<file path="config.mk">
export PLATFORM = sky130hd
export DESIGN_NAME = rmsp_ram
export DESIGN_NICKNAME = d
export VERILOG_FILES = /design/src/rmsp_ram.sv
export SDC_FILE = /design/constraint.sdc
export NUM_CORES = 2
export LEC_CHECK = 0
export BUFFER_PORTS_ARGS = -buffer_cell sky130_fd_sc_hd__buf_2
export CAP_MARGIN = 20
export CORE_ASPECT_RATIO = 1.25
export CORE_UTILIZATION = 35
export DETAILED_ROUTE_END_ITERATION = 10
export PLACE_DENSITY = 0.48
export SKIP_LAST_GASP = 1
export SYNTH_ARGS = -nofsm -noshare
export SYNTH_HDL_FRONTEND = slang
export SYNTH_SLANG_ARGS = --single-unit
</file>
<file path="constraint.sdc">
create_clock -name clk -period 9.36 [get_ports clk]
set_input_delay 0.468 -clock clk [delete_from_list [all_inputs] [get_ports clk]]
set_output_delay 0.468 -clock clk [all_outputs]
set_load 0.01 [all_outputs]
</file>
<file path="src/rmsp_ram.sv">
// Generic single-write, single-read RAM with registered read data.
module rmsp_ram #(
  parameter int WIDTH = 32,
  parameter int DEPTH = 64
) (
  input  logic                     clk,
  input  logic                     we,
  input  logic [$clog2(DEPTH)-1:0] waddr,
  input  logic [WIDTH-1:0]         wdata,
  input  logic [$clog2(DEPTH)-1:0] raddr,
  output logic [WIDTH-1:0]         rdata
);

  logic [WIDTH-1:0] mem [DEPTH];

  always_ff @(posedge clk) begin
    if (we) begin
      mem[waddr] <= wdata;
    end
    rdata <= mem[raddr];
  end

endmodule

</file>
==> metrics.txt <==
maximum clock rate=301 MHz; antenna violations before repair=21; Internal=15.1 mW; WP data arrival=between 4 and 5 ns; IO buf count=between 70 and 80; RR Startpoint=mem[27][15]; synthesized instance count=around 3,300; Post-synth EDFFs=2,048; Crit Path Class=input pin to flop; Clk Tree Root Cell=clkbuf_16; endpoints failing setup=0; RSZ-0062 raised after global routing=false; max cap viols=0; Reg-to-Reg End=rdata[15]; most common cell in the synthesized netlist=edfxtp_1; async set-reset flop share out of synthesis=0; Setup crit end kind=flop; initial drt markers=around 3,600; Main synth FF type=edfxtp_1; status=finished clean; Nets=3,597; Area Growth Syn to Fin=14.3%; H-tree depth=4; vias in the first global route=37,700; Switching Power=4.22 mW; Worst Path Required=just over 10 ns; Final Cell Area=~0.09 mm2; worst slew pin tran=approximately 1.2 ns; die width=roughly 430 um; later-pin clock latency in the skew report=between 0.8 and 0.9 ns; flops & latches, synth=between 2,000 and 2,500; Yosys cell types=34; Die Area=between 0.2 and 0.25 mm2; area of the mapped netlist=0.0785 mm2; clk slew on worst S/H paths=0.06 ns; min-delay src=wdata[16]; Synth area leaders=edfxtp_1 78%, mux4_2 16%, mux2i_1 1.2%, dfxtp_1 0.82%, o22ai_1 0.67%; drt drc=0; Static Leak=~28 nW; first-pass GRT wire length=between 300 and 400 mm; initial core utilization=0.352; Min Clock Period, post-route=about 3.3 ns; GPL Wtd Cong=around 0.75; startpoint types=input pin; Avg WL per Cell=roughly 33 um; Yosys top cell area share=0.783; Placed Area=around 0.083 mm2; fin crit share=0.355; via count=~36,000; worst vdd ir=~0.00018 V; Final ANT Viol Nets=0; syn_nets=around 3,400; Vias/cell=~5.4; Max Root-Sink Buffers=3; Yosys top cell by area=edfxtp_1; Max FO, Critical Path=56; Sw Share=0.218; Setup Skew=0.0371 ns; Commonest cells post-synth=2,048 x edfxtp_1, 544 x mux4_2, 137 x nor2_1, 93 x mux2i_1, 84 x o22ai_1; First-pass DRT Iterations=5; HPWL after DPL=117 mm; Worst Hold End=mem[50][16]; Post-CTS Setup Inserts=0; CTS buffer count=198; Avg Inst Size Synth=23.6 um2; WL final=~220 mm; Slew Viols, Final=0; Cells after DPL=between 6,000 and 7,000; Clock power frac=0.413; Top Ports=a little under 80; setup TNS=0 ns; total core area=roughly 0.22 mm2; cts repair resizes=0; row cnt=194; clock sink count=roughly 2,100; R2R depth=4; largest net degree at the start of global routing=100; Post-CTS Hold Buffers=0; fin cells=approximately 6,700; synth warn=0; R2R Setup Slk=6.84 ns; Comb pwr share=0.051; All-Layer GR Usage=0.196; Hold Path Depth=2; CTS tree=yes; share of layout cells above drive strength 1=0.297; Hold Slack=between 0.2 and 0.3 ns; post-route core utilization=0.402; post-synthesis sequential area ratio=0.791; worst min path class=input pin to flop; slew margin rel.=0.194; Die Y-Extent=532 um; P per Cell Area=~220 mW/mm2; Fin. Hold Viols=0; sequential share of power=0.535; grt total ovfl=0
power groups by stage:
| stage | combinational [mW] | clock (mW) | sequential, mW |
|---|---|---|---|
| after global routing | 1.05 | 8.49 | 10.4 |
| after floorplan | 0.501 | 0 | 10.5 |
| final | 0.997 | 8.00 | 10.4 |
| after CTS | 1.03 | 8.18 | 10.4 |
| after detailed placement | 1.03 | 0 | 10.6 |
| after global placement | 1.02 | 0 | 10.6 |
sequential cells by signal, indices dropped and copies added, names as in the netlist:
| signal | count |
|---|---|
| mem | 2048 |
| rdata | 32 |
per-layer routing:
layer,GRT usage,share of wire,vias to the layer above,wire (um)
met3,0.0293,0.046,259,10200
met2,0.339,0.52,960,116000
met1,0.248,0.40,20100,87800
li1,-,-,14700,-
met4,0.0726,0.032,4,7130
met5,0,0.000086,-,19
cell families after synthesis:
family,count (synthesis),synth area share
compound gates,202,0.0167
mux,637,0.168
flops,2080,0.791
simple gates,223,0.0127
buf+inv,182,0.0113
how the worst max path moves through the flow:
stage,start,to,slack [ns],depth (start not counted)
after global routing,raddr[0],rdata[7],5.85,7
final,raddr[1],rdata[31],6.04,7
after global placement,raddr[0],rdata[23],5.05,7
after detailed placement,raddr[0],rdata[7],5.10,7
after floorplan,waddr[3],mem[48][0],5.73,4
after CTS,raddr[0],rdata[29],6.01,8
cell usage in the layout, fill, tap and decap left out, types with 11 or more instances in the layout:
master | Yosys | layout
edfxtp_1 | 2048 | 2048
mux4_2 | 544 | 544
clkbuf_16 | 0 | 198
buf_4 | 25 | 125
mux2i_1 | 93 | 93
o22ai_1 | 84 | 84
nor2_1 | 137 | 75
buf_2 | 57 | 74
a21oi_1 | 62 | 62
nor2_4 | 0 | 62
clkbuf_1 | 74 | 49
clkinv_2 | 0 | 38
clkinv_1 | 0 | 37
dfxtp_1 | 32 | 32
o221ai_1 | 27 | 27
nand2_1 | 26 | 26
diode_2 | 0 | 25
bufinv_16 | 0 | 18
nor2b_1 | 15 | 15
a22oi_1 | 12 | 12
clkbuf_8 | 0 | 11
cell type report:
cell class	instances	area (um2)
Clock buffer	258	5290
Timing Repair Buffer	209	1490
Multi-Input combinational cell	1062	16000
Sequential cell	2080	62100
Tap cell	2940	3680
Fill cell	19700	134000
Antenna cell	25	62.6
Clock inverter	110	1110
stage by stage:
step	setup WS [ns]	power, mW
floorplan	5.73	11.0
global placement	5.05	11.6
detailed placement	5.10	11.6
CTS	6.01	19.6
global route	5.85	19.9
finish	6.04	19.4
worst max-delay path, cell delays in order:
cell and delay (ns):
buf_8 0.41, buf_4 0.68, buf_4 0.65, mux4_2 0.43
mux4_2 0.59, o22ai_1 0.54, nor2_1 0.11
Power figures use the tool's default switching activity.
